$ cat src/hw/rtl/rau_pkg.sv
`timescale 1ns / 1ps
// ----------------------------------------------------------------------------
// rau_pkg
// Shared types and codes of the rational arithmetic unit.
// ----------------------------------------------------------------------------
package rau_pkg;

   localparam logic [2:0] OP_ADD = 3'd0;
   localparam logic [2:0] OP_SUB = 3'd1;
   localparam logic [2:0] OP_MUL = 3'd2;
   localparam logic [2:0] OP_DIV = 3'd3;
   localparam logic [2:0] OP_CMP = 3'd4;
   localparam logic [2:0] OP_NORM = 3'd5;

   localparam logic [1:0] ORD_LESS = 2'd0;
   localparam logic [1:0] ORD_EQUAL = 2'd1;
   localparam logic [1:0] ORD_GREATER = 2'd2;

   typedef enum logic [2:0] {
      RS_IDLE,
      RS_TWOS,
      RS_STEP,
      RS_DIV_N,
      RS_DIV_D
   } red_state_type;

   typedef enum logic [2:0] {
      TS_IDLE,
      TS_START,
      TS_RED_WAIT,
      TS_MUL_A,
      TS_MUL_B,
      TS_MUL_C,
      TS_FINISH
   } top_state_type;

   typedef enum logic [1:0] {
      PH_A,
      PH_B,
      PH_R
   } phase_type;

endpackage

$ cat src/hw/rtl/rau_channels.sv
`timescale 1ns / 1ps
// ----------------------------------------------------------------------------
// rau_channels
// Valid/ready channels for operand and result transactions.
// ----------------------------------------------------------------------------
interface rau_req_if;
   logic              valid;
   logic              ready;
   logic [2:0]        operation;
   logic signed [31:0] a_num;
   logic signed [31:0] a_den;
   logic signed [31:0] b_num;
   logic signed [31:0] b_den;

   modport source(output valid, operation, a_num, a_den, b_num, b_den, input ready);
   modport sink(input valid, operation, a_num, a_den, b_num, b_den, output ready);
endinterface

interface rau_rsp_if;
   logic              valid;
   logic              ready;
   logic signed [31:0] result_num;
   logic [30:0]       result_den;
   logic [1:0]        order;

   modport source(output valid, result_num, result_den, order, input ready);
   modport sink(input valid, result_num, result_den, order, output ready);
endinterface

$ cat src/hw/rtl/rau_reducer.sv
`timescale 1ns / 1ps
// ----------------------------------------------------------------------------
// rau_reducer
// Reduces a fraction by the binary gcd of its magnitudes, then divides both
// magnitudes by the gcd with a restoring divider on one shared subtractor.
// ----------------------------------------------------------------------------
module rau_reducer #(
   parameter int WORD_BITS = 32
) (
   input  logic                        clock,
   input  logic                        reset,
   input  logic                        start,
   input  logic signed [WORD_BITS-1:0] n_value,
   input  logic signed [WORD_BITS-1:0] d_value,
   output logic                        done,
   output logic signed [WORD_BITS-1:0] num,
   output logic [WORD_BITS-1:0]        den
);
   localparam int W = WORD_BITS;
   localparam int KW = $clog2(W);

   rau_pkg::red_state_type state_ff, state_in;
   logic [W-1:0] x_ff, x_in, y_ff, y_in, nm_ff, nm_in, dm_ff, dm_in, rem_ff, rem_in;
   logic [KW-1:0] k_ff, k_in, cnt_ff, cnt_in;
   logic neg_ff, neg_in, done_ff, done_in;
   logic signed [W-1:0] num_ff, num_in;
   logic [W-1:0] den_ff, den_in;

   logic [W-1:0] n_mag, d_mag, dvd, dq;
   logic [W:0] sub_a, sub_b, diff, sh;
   logic q_bit;

   assign n_mag = n_value[W-1] ? (~n_value) + W'(1) : n_value;
   assign d_mag = d_value[W-1] ? (~d_value) + W'(1) : d_value;
   assign dvd = (state_ff == rau_pkg::RS_DIV_N) ? nm_ff : dm_ff;
   assign sh = {rem_ff, dvd[W-1]};
   assign diff = sub_a - sub_b;
   assign q_bit = !diff[W];
   assign dq = {dvd[W-2:0], q_bit};

   always_comb begin
      state_in = state_ff;
      x_in = x_ff;
      y_in = y_ff;
      nm_in = nm_ff;
      dm_in = dm_ff;
      rem_in = rem_ff;
      k_in = k_ff;
      cnt_in = cnt_ff;
      neg_in = neg_ff;
      num_in = num_ff;
      den_in = den_ff;
      done_in = 1'b0;
      sub_a = {1'b0, x_ff};
      sub_b = {1'b0, y_ff};
      if (state_ff == rau_pkg::RS_DIV_N || state_ff == rau_pkg::RS_DIV_D) begin
         sub_a = sh;
         sub_b = {1'b0, x_ff};
      end
      unique case (state_ff)
         rau_pkg::RS_IDLE: begin
            if (start) begin
               neg_in = n_value[W-1] ^ d_value[W-1];
               x_in = n_mag;
               y_in = d_mag;
               nm_in = n_mag;
               dm_in = d_mag;
               k_in = '0;
               if (d_mag == '0) begin
                  num_in = (n_mag != '0) ? W'(1) : '0;
                  den_in = W'(1);
                  done_in = 1'b1;
               end else if (n_mag == '0) begin
                  num_in = '0;
                  den_in = W'(1);
                  done_in = 1'b1;
               end else begin
                  state_in = rau_pkg::RS_TWOS;
               end
            end
         end
         rau_pkg::RS_TWOS: begin
            if (!x_ff[0] && !y_ff[0]) begin
               x_in = x_ff >> 1;
               y_in = y_ff >> 1;
               k_in = k_ff + KW'(1);
            end else begin
               state_in = rau_pkg::RS_STEP;
            end
         end
         rau_pkg::RS_STEP: begin
            if (y_ff == '0) begin
               x_in = x_ff << k_ff;
               rem_in = '0;
               cnt_in = '0;
               state_in = rau_pkg::RS_DIV_N;
            end else if (!x_ff[0]) begin
               x_in = x_ff >> 1;
            end else if (!y_ff[0]) begin
               y_in = y_ff >> 1;
            end else if (!diff[W] && diff != '0) begin
               x_in = diff[W-1:0];
            end else begin
               y_in = W'(0) - diff[W-1:0];
            end
         end
         rau_pkg::RS_DIV_N: begin
            rem_in = q_bit ? diff[W-1:0] : sh[W-1:0];
            nm_in = dq;
            cnt_in = cnt_ff + KW'(1);
            if (cnt_ff == KW'(W - 1)) begin
               rem_in = '0;
               cnt_in = '0;
               state_in = rau_pkg::RS_DIV_D;
            end
         end
         rau_pkg::RS_DIV_D: begin
            rem_in = q_bit ? diff[W-1:0] : sh[W-1:0];
            dm_in = dq;
            cnt_in = cnt_ff + KW'(1);
            if (cnt_ff == KW'(W - 1)) begin
               num_in = neg_ff ? W'(0) - nm_ff : nm_ff;
               den_in = dq;
               done_in = 1'b1;
               state_in = rau_pkg::RS_IDLE;
            end
         end
         default: state_in = rau_pkg::RS_IDLE;
      endcase
   end

   always_ff @(posedge clock) begin
      if (reset) begin
         state_ff <= rau_pkg::RS_IDLE;
         done_ff <= 1'b0;
      end else begin
         state_ff <= state_in;
         done_ff <= done_in;
      end
   end

   always_ff @(posedge clock) begin
      x_ff <= x_in;
      y_ff <= y_in;
      nm_ff <= nm_in;
      dm_ff <= dm_in;
      rem_ff <= rem_in;
      k_ff <= k_in;
      cnt_ff <= cnt_in;
      neg_ff <= neg_in;
      num_ff <= num_in;
      den_ff <= den_in;
   end

   assign done = done_ff;
   assign num = num_ff;
   assign den = den_ff;
endmodule

$ cat src/hw/rtl/rational_arithmetic_unit_core.sv
`timescale 1ns / 1ps
// ----------------------------------------------------------------------------
// rational_arithmetic_unit_core
// Add, subtract, multiply, divide, compare or normalize two fractions, with
// every fraction reduced to lowest terms and a positive denominator.
//
//   channel  dir  handshake          payload
//   req_ch   in   valid/ready        operation, a_num, a_den, b_num, b_den
//   rsp_ch   out  valid/ready        result_num, result_den, order
//
// each reduction runs a binary gcd and then a divider over both magnitudes,
// all on the one shared subtractor in the reducer
// a transaction runs one (normalize) to three reductions; arithmetic and
// compare also run states TS_MUL_A, TS_MUL_B and TS_MUL_C on one shared multiplier
// req_ch.ready is high only between transactions; one finished result may
// wait in the output register while the next transaction is taken
// reset is synchronous and needs no clearing pass
// ----------------------------------------------------------------------------
module rational_arithmetic_unit_core #(
   parameter int WORD_BITS = 32
) (
   input logic    clock,
   input logic    reset,
   rau_req_if.sink   req_ch,
   rau_rsp_if.source rsp_ch
);
   localparam int W = WORD_BITS;
   localparam int PW = 2 * W + 2;

   rau_pkg::top_state_type state_ff, state_in;
   rau_pkg::phase_type phase_ff, phase_in;
   logic [2:0] op_ff, op_in;
   logic signed [W-1:0] ran_ff, ran_in, rad_ff, rad_in, rbn_ff, rbn_in, rbd_ff, rbd_in;
   logic signed [W-1:0] an_ff, an_in, bn_ff, bn_in, rn_ff, rn_in;
   logic [W-1:0] ad_ff, ad_in, bd_ff, bd_in;
   logic signed [PW-1:0] prod_ff, prod_in, acc_ff, acc_in;
   logic signed [W-1:0] res_num_ff, res_num_in;
   logic [W-1:0] res_den_ff, res_den_in;
   logic [1:0] ord_ff, ord_in;
   logic rsp_valid_ff, rsp_valid_in;
   logic signed [31:0] rsp_num_ff, rsp_num_in;
   logic [30:0] rsp_den_ff, rsp_den_in;
   logic [1:0] rsp_ord_ff, rsp_ord_in;

   logic signed [W:0] mul_a, mul_b;
   logic signed [PW-1:0] product;
   logic red_start, red_done;
   logic signed [W-1:0] red_n, red_d, red_num;
   logic [W-1:0] red_den;
   logic [W-2:0] den_sat;
   logic is_arith, accept;

   assign accept = req_ch.valid && req_ch.ready;
   assign req_ch.ready = (state_ff == rau_pkg::TS_IDLE);
   assign is_arith = (op_ff == rau_pkg::OP_ADD) || (op_ff == rau_pkg::OP_SUB)
                  || (op_ff == rau_pkg::OP_MUL) || (op_ff == rau_pkg::OP_DIV)
                  || (op_ff == rau_pkg::OP_CMP);
   assign product = mul_a * mul_b;
   assign den_sat = res_den_ff[W-1] ? '1 : res_den_ff[W-2:0];

   rau_reducer #(.WORD_BITS(W)) u_reducer (
      .clock   (clock),
      .reset   (reset),
      .start   (red_start),
      .n_value (red_n),
      .d_value (red_d),
      .done    (red_done),
      .num     (red_num),
      .den     (red_den)
   );

   always_comb begin
      unique case (phase_ff)
         rau_pkg::PH_A: begin
            red_n = ran_ff;
            red_d = rad_ff;
         end
         rau_pkg::PH_B: begin
            red_n = rbn_ff;
            red_d = rbd_ff;
         end
         default: begin
            red_n = rn_ff;
            red_d = prod_ff[W-1:0];
         end
      endcase
   end

   always_comb begin
      state_in = state_ff;
      phase_in = phase_ff;
      op_in = op_ff;
      ran_in = ran_ff;
      rad_in = rad_ff;
      rbn_in = rbn_ff;
      rbd_in = rbd_ff;
      an_in = an_ff;
      ad_in = ad_ff;
      bn_in = bn_ff;
      bd_in = bd_ff;
      rn_in = rn_ff;
      prod_in = prod_ff;
      acc_in = acc_ff;
      res_num_in = res_num_ff;
      res_den_in = res_den_ff;
      ord_in = ord_ff;
      rsp_valid_in = rsp_valid_ff && !rsp_ch.ready;
      rsp_num_in = rsp_num_ff;
      rsp_den_in = rsp_den_ff;
      rsp_ord_in = rsp_ord_ff;
      red_start = 1'b0;
      mul_a = {an_ff[W-1], an_ff};
      mul_b = {1'b0, bd_ff};
      unique case (state_ff)
         rau_pkg::TS_IDLE: begin
            if (accept) begin
               op_in = req_ch.operation;
               ran_in = req_ch.a_num[W-1:0];
               rad_in = req_ch.a_den[W-1:0];
               rbn_in = req_ch.b_num[W-1:0];
               rbd_in = req_ch.b_den[W-1:0];
               phase_in = rau_pkg::PH_A;
               state_in = rau_pkg::TS_START;
            end
         end
         rau_pkg::TS_START: begin
            red_start = 1'b1;
            state_in = rau_pkg::TS_RED_WAIT;
         end
         rau_pkg::TS_RED_WAIT: begin
            if (red_done) begin
               unique case (phase_ff)
                  rau_pkg::PH_A: begin
                     an_in = red_num;
                     ad_in = red_den;
                     res_num_in = red_num;
                     res_den_in = red_den;
                     ord_in = rau_pkg::ORD_LESS;
                     if (is_arith) begin
                        phase_in = rau_pkg::PH_B;
                        state_in = rau_pkg::TS_START;
                     end else begin
                        state_in = rau_pkg::TS_FINISH;
                     end
                  end
                  rau_pkg::PH_B: begin
                     bn_in = red_num;
                     bd_in = red_den;
                     state_in = rau_pkg::TS_MUL_A;
                  end
                  default: begin
                     res_num_in = red_num;
                     res_den_in = red_den;
                     ord_in = rau_pkg::ORD_LESS;
                     state_in = rau_pkg::TS_FINISH;
                  end
               endcase
            end
         end
         rau_pkg::TS_MUL_A: begin
            if (op_ff == rau_pkg::OP_MUL) begin
               mul_b = {bn_ff[W-1], bn_ff};
            end
            prod_in = product;
            state_in = rau_pkg::TS_MUL_B;
         end
         rau_pkg::TS_MUL_B: begin
            mul_a = {bn_ff[W-1], bn_ff};
            mul_b = {1'b0, ad_ff};
            acc_in = prod_ff;
            prod_in = product;
            state_in = rau_pkg::TS_MUL_C;
         end
         rau_pkg::TS_MUL_C: begin
            mul_a = {1'b0, ad_ff};
            mul_b = (op_ff == rau_pkg::OP_DIV) ? {bn_ff[W-1], bn_ff} : {1'b0, bd_ff};
            prod_in = product;
            if (op_ff == rau_pkg::OP_CMP) begin
               res_num_in = '0;
               res_den_in = '0;
               if (acc_ff < prod_ff) begin
                  ord_in = rau_pkg::ORD_LESS;
               end else if (acc_ff == prod_ff) begin
                  ord_in = rau_pkg::ORD_EQUAL;
               end else begin
                  ord_in = rau_pkg::ORD_GREATER;
               end
               state_in = rau_pkg::TS_FINISH;
            end else begin
               if (op_ff == rau_pkg::OP_ADD) begin
                  rn_in = acc_ff[W-1:0] + prod_ff[W-1:0];
               end else if (op_ff == rau_pkg::OP_SUB) begin
                  rn_in = acc_ff[W-1:0] - prod_ff[W-1:0];
               end else begin
                  rn_in = acc_ff[W-1:0];
               end
               phase_in = rau_pkg::PH_R;
               state_in = rau_pkg::TS_START;
            end
         end
         rau_pkg::TS_FINISH: begin
            if (!rsp_valid_ff || rsp_ch.ready) begin
               rsp_valid_in = 1'b1;
               rsp_num_in = 32'(res_num_ff);
               rsp_den_in = 31'(den_sat);
               rsp_ord_in = ord_ff;
               state_in = rau_pkg::TS_IDLE;
            end
         end
         default: state_in = rau_pkg::TS_IDLE;
      endcase
   end

   always_ff @(posedge clock) begin
      if (reset) begin
         state_ff <= rau_pkg::TS_IDLE;
         phase_ff <= rau_pkg::PH_A;
         rsp_valid_ff <= 1'b0;
      end else begin
         state_ff <= state_in;
         phase_ff <= phase_in;
         rsp_valid_ff <= rsp_valid_in;
      end
   end

   always_ff @(posedge clock) begin
      op_ff <= op_in;
      ran_ff <= ran_in;
      rad_ff <= rad_in;
      rbn_ff <= rbn_in;
      rbd_ff <= rbd_in;
      an_ff <= an_in;
      ad_ff <= ad_in;
      bn_ff <= bn_in;
      bd_ff <= bd_in;
      rn_ff <= rn_in;
      prod_ff <= prod_in;
      acc_ff <= acc_in;
      res_num_ff <= res_num_in;
      res_den_ff <= res_den_in;
      ord_ff <= ord_in;
      rsp_num_ff <= rsp_num_in;
      rsp_den_ff <= rsp_den_in;
      rsp_ord_ff <= rsp_ord_in;
   end

   assign rsp_ch.valid = rsp_valid_ff;
   assign rsp_ch.result_num = rsp_num_ff;
   assign rsp_ch.result_den = rsp_den_ff;
   assign rsp_ch.order = rsp_ord_ff;

   a_accept_busy: assert property (@(posedge clock) disable iff (reset)
      accept |=> !req_ch.ready)
      else $error("transaction accepted while a previous one is running");

   a_done_in_wait: assert property (@(posedge clock) disable iff (reset)
      red_done |-> state_ff == rau_pkg::TS_RED_WAIT)
      else $error("reducer finished outside its wait state");

   a_order_den: assert property (@(posedge clock) disable iff (reset)
      rsp_valid_ff && rsp_ord_ff != rau_pkg::ORD_LESS |-> rsp_den_ff == '0)
      else $error("compare result carries a denominator");

   a_zero_den: assert property (@(posedge clock) disable iff (reset)
      rsp_valid_ff && rsp_den_ff == '0 |-> rsp_num_ff == '0)
      else $error("zero denominator with nonzero numerator");
endmodule

$ cat src/flat_wrapper.sv
// flat-port wrapper written by rule: the top's interface ports become plain ports
module rational_arithmetic_unit_core_flat 
#(
   parameter int WORD_BITS = 32
)
  (clock, reset, req_ch_valid, req_ch_operation, req_ch_a_num, req_ch_a_den, req_ch_b_num, req_ch_b_den, req_ch_ready, rsp_ch_valid, rsp_ch_result_num, rsp_ch_result_den, rsp_ch_order, rsp_ch_ready);
  rau_req_if req_ch_i ();
  rau_rsp_if rsp_ch_i ();
  input logic clock;
  input logic reset;
  input wire logic [$bits(req_ch_i.valid)-1:0] req_ch_valid;
  input wire logic [$bits(req_ch_i.operation)-1:0] req_ch_operation;
  input wire logic [$bits(req_ch_i.a_num)-1:0] req_ch_a_num;
  input wire logic [$bits(req_ch_i.a_den)-1:0] req_ch_a_den;
  input wire logic [$bits(req_ch_i.b_num)-1:0] req_ch_b_num;
  input wire logic [$bits(req_ch_i.b_den)-1:0] req_ch_b_den;
  output wire logic [$bits(req_ch_i.ready)-1:0] req_ch_ready;
  output wire logic [$bits(rsp_ch_i.valid)-1:0] rsp_ch_valid;
  output wire logic [$bits(rsp_ch_i.result_num)-1:0] rsp_ch_result_num;
  output wire logic [$bits(rsp_ch_i.result_den)-1:0] rsp_ch_result_den;
  output wire logic [$bits(rsp_ch_i.order)-1:0] rsp_ch_order;
  input wire logic [$bits(rsp_ch_i.ready)-1:0] rsp_ch_ready;
  assign req_ch_i.valid = req_ch_valid;
  assign req_ch_i.operation = req_ch_operation;
  assign req_ch_i.a_num = req_ch_a_num;
  assign req_ch_i.a_den = req_ch_a_den;
  assign req_ch_i.b_num = req_ch_b_num;
  assign req_ch_i.b_den = req_ch_b_den;
  assign req_ch_ready = req_ch_i.ready;
  assign rsp_ch_valid = rsp_ch_i.valid;
  assign rsp_ch_result_num = rsp_ch_i.result_num;
  assign rsp_ch_result_den = rsp_ch_i.result_den;
  assign rsp_ch_order = rsp_ch_i.order;
  assign rsp_ch_i.ready = rsp_ch_ready;
  rational_arithmetic_unit_core #(.WORD_BITS(WORD_BITS)) u_core (.clock(clock), .reset(reset), .req_ch(req_ch_i), .rsp_ch(rsp_ch_i));
endmodule
$ cat config.mk
export PLATFORM = sky130hd
export DESIGN_NAME = rational_arithmetic_unit_core_flat
export DESIGN_NICKNAME = d
export VERILOG_FILES = /design/src/hw/rtl/rau_pkg.sv /design/src/hw/rtl/rau_channels.sv /design/src/hw/rtl/rau_reducer.sv /design/src/hw/rtl/rational_arithmetic_unit_core.sv /design/src/flat_wrapper.sv
export SDC_FILE = /design/constraint.sdc
export NUM_CORES = 2
export LEC_CHECK = 0
export ABC_AREA = 1
export BUFFER_PORTS_ARGS = -buffer_cell sky130_fd_sc_hd__buf_2
export CORE_ASPECT_RATIO = 1.2
export CORE_MARGIN = 5
export CORE_UTILIZATION = 46
export DETAILED_ROUTE_END_ITERATION = 10
export GPL_ROUTABILITY_DRIVEN = 0
export PLACE_DENSITY = 0.65
export SLEW_MARGIN = 10
export SYNTH_ARGS = -nofsm -noshare
export SYNTH_HDL_FRONTEND = slang
export SYNTH_SLANG_ARGS = --single-unit
$ cat constraint.sdc
create_clock -name clock -period 10.4 [get_ports clock]
set_clock_uncertainty 0.05 [all_clocks]
set_input_delay 1.04 -clock clock [delete_from_list [all_inputs] [get_ports clock]]
set_output_delay 1.04 -clock clock [all_outputs]
set_load 0.005 [all_outputs]
Word-level counts from Yosys, hierarchy flattened --
Index checks and enable logic that the tools add are counted.
Word-level totals: register bits after elaboration 799, bits in latches 0, bits in writable memories 0, memory bits (read-only) 0, bits of input ports 135, output and inout port bits 67, word-level logic and storage cells 234, memories 0
Operators by class: add/sub/neg operators 9, $mul 1, div/mod/pow operators 0, $lt $le $gt $ge 1, equality and inequality tests 39, shift operators 1, muxes and demuxes 93, bitwise gates (word level) 4, reductions and logical operators 51
Operators with widths (count):
- $mux W32 | 35
- $pmux W32 S2 | 8
- $pmux W32 S3 | 3
- $mux W33 | 3
- $pmux W33 S3 | 1
- $logic_not A32 Y1 | 3
- $eq A66 B66 Y1 | 1
- $lt A66 B66 Y1 | 1
- $mul A33 B33 Y66 | 1
- $pmux W33 S2 | 1
- $add A32 B2 Y32 const B | 2
- $not A32 Y32 | 2
- $sub A1 B32 Y32 const A | 2
- $mux W3 | 12
- $reduce_bool A33 Y1 | 1
- $sub A33 B33 Y33 | 1
- $add A32 B32 Y32 | 1
- $reduce_bool A32 Y1 | 1
- $shl A32 B5 Y32 | 1
- $sub A32 B32 Y32 | 1
- $ne A2 B2 Y1 const B | 11
- $pmux W3 S7 | 1
- $mux W2 | 10
- $mux W5 | 4
- other kinds (33) | 92

Longest topological paths before layout --
depth in word-level cells 11, mapped depth 41, mapped depth without buffers 39

Modules after synthesis --
A second synthesis with hierarchy kept.
Second synthesis, totals: cells, all modules 10134, area, all modules 85623.4 sq um
By module, submodules not included:
- rational_arithmetic_unit_core | instances 1, cells each 7148, area an instance 65569.1 sq um, seq. area each 16756.1 sq um
- rau_reducer | instances 1, cells each 2986, area an instance 20054.2 sq um, seq. area each 7136.8 sq um

Worst setup path before layout --
OpenSTA, ideal clock, no wires.
path kind input-to-reg, from input req_ch_valid, to register u_core.op_ff[0], enable pin, setup time 0.782 ns, arrival 9.875 ns, required time 9.568 ns, setup slack -0.306 ns, cell stages on the path 2, buffers on the path 0, cells stage by stage inv_1 nor3_1
Between the ends: word-level cells in the longest chain between the ends 2
Ends and longest elaborated chain:
- start: declaration | line flat_wrapper.sv:11 | input wire logic [$bits(req_ch_i.valid)-1:0] req_ch_valid;
- $logic_and A1 B1 Y1 | line rational_arithmetic_unit_core.sv:53 | assign accept = req_ch.valid && req_ch.ready;
- $reduce_and A2 Y1 (no source line)
- end signal: assignment | line rational_arithmetic_unit_core.sv:227 | op_ff <= op_in;
- end: declaration | line rational_arithmetic_unit_core.sv:32 | logic [2:0] op_ff, op_in;
Every way passes these cells. A chain may end at the register's enable or synchronous reset.

Final worst setup path --
from register u_core.op_ff[0], to register u_core.prod_ff[65] (data pin)
Between the ends: word-level cells in the longest chain between the ends 4, elaborated cells on any way between the ends 6, classes of those cells mul (1); eq/ne (2); mux (3)
Ends and longest elaborated chain:
- $eq A3 B2 Y1 (on tied branches) | line rational_arithmetic_unit_core.sv:176, rational_arithmetic_unit_core.sv:161
- $mux W33 (on tied branches) | line rational_arithmetic_unit_core.sv:176, rational_arithmetic_unit_core.sv:161
- $pmux W33 S3 (*) | line rational_arithmetic_unit_core.sv:114 | unique case (state_ff)
- $mul A33 B33 Y66 (*) | line rational_arithmetic_unit_core.sv:58 | assign product = mul_a * mul_b;
- net u_core.product[65] | line rational_arithmetic_unit_core.sv:46 | logic signed [PW-1:0] product;
- end signal: assignment | line rational_arithmetic_unit_core.sv:237 | prod_ff <= prod_in;
- end: declaration | line rational_arithmetic_unit_core.sv:36 | logic signed [PW-1:0] prod_ff, prod_in, acc_ff, acc_in;
The timed path passes the listed nets; every way through them passes the cells marked *.

==> results by group <==
CTS
  – Cell at the root of the clock tree: sky130_fd_sc_hd__clkbuf_16
  – Number of buffers inserted for hold repair after clock tree synthesis: 0
  – Worst-Skew Late Latency: 690 ps
  – CTS tree: yes
  – Clk sinks: 799
  – Clock transition at the registers of the reported paths: 70 ps
  – Clock buffer count from CTS: 75
  – CTS H-tree depth: 3
  – Deepest clock path buffer count: 3

Floorplanning
  – Chip height: 476 um
  – Horizontal die dimension: 398 um
  – Boundary pin count: 202
  – Overall die area: 190000 um^2
  – Standard-cell rows: 171
  – Initial cell density of the core: 0.461
  – Total core area: 181000 um^2

Flow run
  – Max Cap Viol: 0

Cells and area
  – Largest registers: u_core.acc_ff x66, u_core.prod_ff x66
  – Layout net count: 11400
  – Layout overhead on the synthesized area: 8.76%
  – Ratio of cells with drive above 1 in the final layout: 0.0761

Route
  – Via count: 69100
  – Drt initial violations: 8104
  – Remaining antenna violation count: 0
  – Detailed-route DRC error count: 0
  – Post-Route WL: 296000 um
  – Detailed-route wire length per cell: 24.2 um
  – Detailed-router iteration count before antenna repair: 7
  – Vias per std cell: 5.63

Timing
  – Ratio of final minimum period to clock period: 0.981
  – Time the worst path needs with I/O delays and setup: 10200 ps
  – Tightest slew margin relative to the limit: 0.129
  – Final slew viol count: 0
  – Worst hold-check slack: 371 ps
  – Final setup violation count: 0
  – Unrepaired setup endpoints after global routing: no
  – F_max: 98.0 MHz
  – Final count of hold timing violations: 0
  – Transition at the pin with the smallest max-transition slack: 1310 ps

GRT
  – Global-route usage over all layers: 0.311
  – Vias in the first global route: 70300
  – Largest net degree at the start of global routing: 86
  – Met3 global-route usage: 0.0636
  – GR met2 Demand/Resource: 0.495
  – Most utilized layer in the global route result: met2
  – Global Route met1 Usage: 0.369
  – Initial antenna violation count: 18
  – First-pass GRT wire length: 440000 um
  – Overflow after GRT: 0

Logic synthesis
  – Yosys reg bits: 799
  – Cell variety after synth: 68
  – Net count after synthesis: 11300
  – Total standard cell area after synthesis: 83300 um^2
  – Dominant cell by count in the synthesized netlist: sky130_fd_sc_hd__inv_1
  – Post-Synthesis Mean Instance Area: 8.64 um^2
  – Fraction of the yosys area taken by sequential cells: 0.287
  – Fraction of post-synthesis cell area in the top cell type by area: 0.285
  – Cell types with the largest area share after synthesis: sky130_fd_sc_hd__edfxtp_1 28%, sky130_fd_sc_hd__fa_1 28%, sky130_fd_sc_hd__inv_1 9.0%
  – Synth Instances: 9638
  – Largest area contributor in the synthesized netlist: sky130_fd_sc_hd__edfxtp_1
  – Most frequent cells after synthesis: 2001 x sky130_fd_sc_hd__inv_1, 1974 x sky130_fd_sc_hd__nand2_1, 1148 x sky130_fd_sc_hd__fa_1
  – Commonest register cell after synthesis: sky130_fd_sc_hd__edfxtp_1
  – Share of synthesized flip-flops with an asynchronous set or reset: 0
  – Number of synthesized flops with an enable pin: 789
  – Yosys warnings: 0

Critical path
  – Type of destination of the critical path: flop
  – Cell repeated most along the worst path: sky130_fd_sc_hd__fa_1
  – Internal reg-to-reg setup slack: 200 ps
  – Library cell contributing the largest single delay on the critical path: sky130_fd_sc_hd__fa_1
  – Biggest cell delay along the critical path: 700 ps
  – Maximum fanout count along the critical path: 18
  – Crit start category: flop
  – Type of the worst setup path: flop to flop
  – Required time of the critical path: 10750 ps
  – Data arrival, critical path: 10550 ps
  – Critical path startpoint: u_core.op_ff[0]$_DFFE_PP_
  – Reg2Reg Launch Point: u_core.op_ff[0]$_DFFE_PP_

Placement
  – Port Buffers: 201
  – HPWL after detailed placement: 239000 um

Worst hold path
  – Kind of path behind the tightest hold check: flop to flop
  – Startpoint of the tightest hold check path: u_core.ord_ff[0]$_SDFFCE_PP0P_

Outcome
  – Status: finished clean
==> what timing repair did <==
action,in CTS,in global routing
endpoints found under the setup margin,6,21
gates cloned,0,0
gates resized for setup,2,14
endpoints found under the hold margin,0,0
buffers inserted,0,6
==> path summary, 6_finish.rpt <==
path / endpoint / cells after the start
worst min register to register: u_core.rsp_ch.order[0]$_DFFE_PP_ / 0
worst max-delay path: u_core.prod_ff[65]$_DFFE_PP_ / 31
worst min-delay path: u_core.rsp_ch.order[0]$_DFFE_PP_ / 0
worst max register to register: u_core.prod_ff[65]$_DFFE_PP_ / 31
==> stage by stage <==
step	cell area, um^2	worst slack [ps]	TNS (ps)	util	cells
global route	90600	1.60	0	0.501	12300
CTS	90400	220	0	0.501	12200
global placement	87900	-241	-723	0.487	12100
floorplan	83300	476	0	-	9638
detailed placement	87900	-282	-820	0.487	12100
finish	90600	199	0	0.502	12300
==> placed cells by master, fill, tap and decap left out, types with 21 or more instances in the layout <==
cell,n
sky130_fd_sc_hd__inv_1,1993
sky130_fd_sc_hd__nor2_1,1090
sky130_fd_sc_hd__buf_4,212
sky130_fd_sc_hd__nor2_2,21
sky130_fd_sc_hd__nor3_1,66
sky130_fd_sc_hd__a22oi_1,22
sky130_fd_sc_hd__xnor2_1,41
sky130_fd_sc_hd__o211ai_1,35
sky130_fd_sc_hd__ha_1,353
sky130_fd_sc_hd__fa_1,1148
sky130_fd_sc_hd__nand2_1,1974
sky130_fd_sc_hd__buf_2,201
sky130_fd_sc_hd__clkbuf_16,76
sky130_fd_sc_hd__a211oi_1,42
sky130_fd_sc_hd__a21oi_2,24
sky130_fd_sc_hd__a21oi_1,390
sky130_fd_sc_hd__inv_2,26
sky130_fd_sc_hd__edfxtp_1,789
sky130_fd_sc_hd__o21ai_0,406
sky130_fd_sc_hd__nor4_1,26
sky130_fd_sc_hd__xor2_1,95
sky130_fd_sc_hd__nand4_1,86
sky130_fd_sc_hd__clkinv_1,31
sky130_fd_sc_hd__nand3_1,268
sky130_fd_sc_hd__mux2i_1,30
sky130_fd_sc_hd__or2_2,50
sky130_fd_sc_hd__a31oi_1,23
==> critical path: cells and delay by family, from the launching register on <==
kind | cells | cell delay (ps)
AND/OR/NAND/NOR | 4 | 850
buffers and inverters | 10 | 2170
flip-flops | 1 | 550
AO/OA/AOI/OAI | 7 | 1540
XOR/XNOR | 1 | 130
adder cells (fa/ha/maj) | 9 | 4560
==> layout make-up <==
cell class | instances | area (um^2)
Sequential cell | 799 | 23900
Clock inverter | 43 | 577
Inverter | 2056 | 7750
Multi-Input combinational cell | 6422 | 50600
Antenna cell | 8 | 20.0
Tap cell | 2422 | 3030
Timing Repair Buffer | 422 | 2760
Fill cell | 17000 | 90000
Clock buffer | 92 | 1960
==> cell families (layout without fill, tap and decap cells) <==
family / Yosys count / count (layout) / synth area share
compound gates: 1097 / 1097 / 0.0759
xor+xnor: 141 / 141 / 0.0153
fa+ha+maj: 1501 / 1501 / 0.329
buf+inv: 2417 / 2613 / 0.110
flops: 799 / 799 / 0.287
mux: 30 / 30 / 0.00361
other cells: 0 / 8 / 0
simple gates: 3653 / 3653 / 0.179
==> per-layer routing <==
metal,wire [um],part of all wire
met5,63,0.00021
met2,133000,0.45
met4,30200,0.10
met1,104000,0.35
met3,28600,0.097
Power is left out: the tool's default activity adds up to more than one toggle a clock period on the data nets, which glitch-free logic cannot reach.
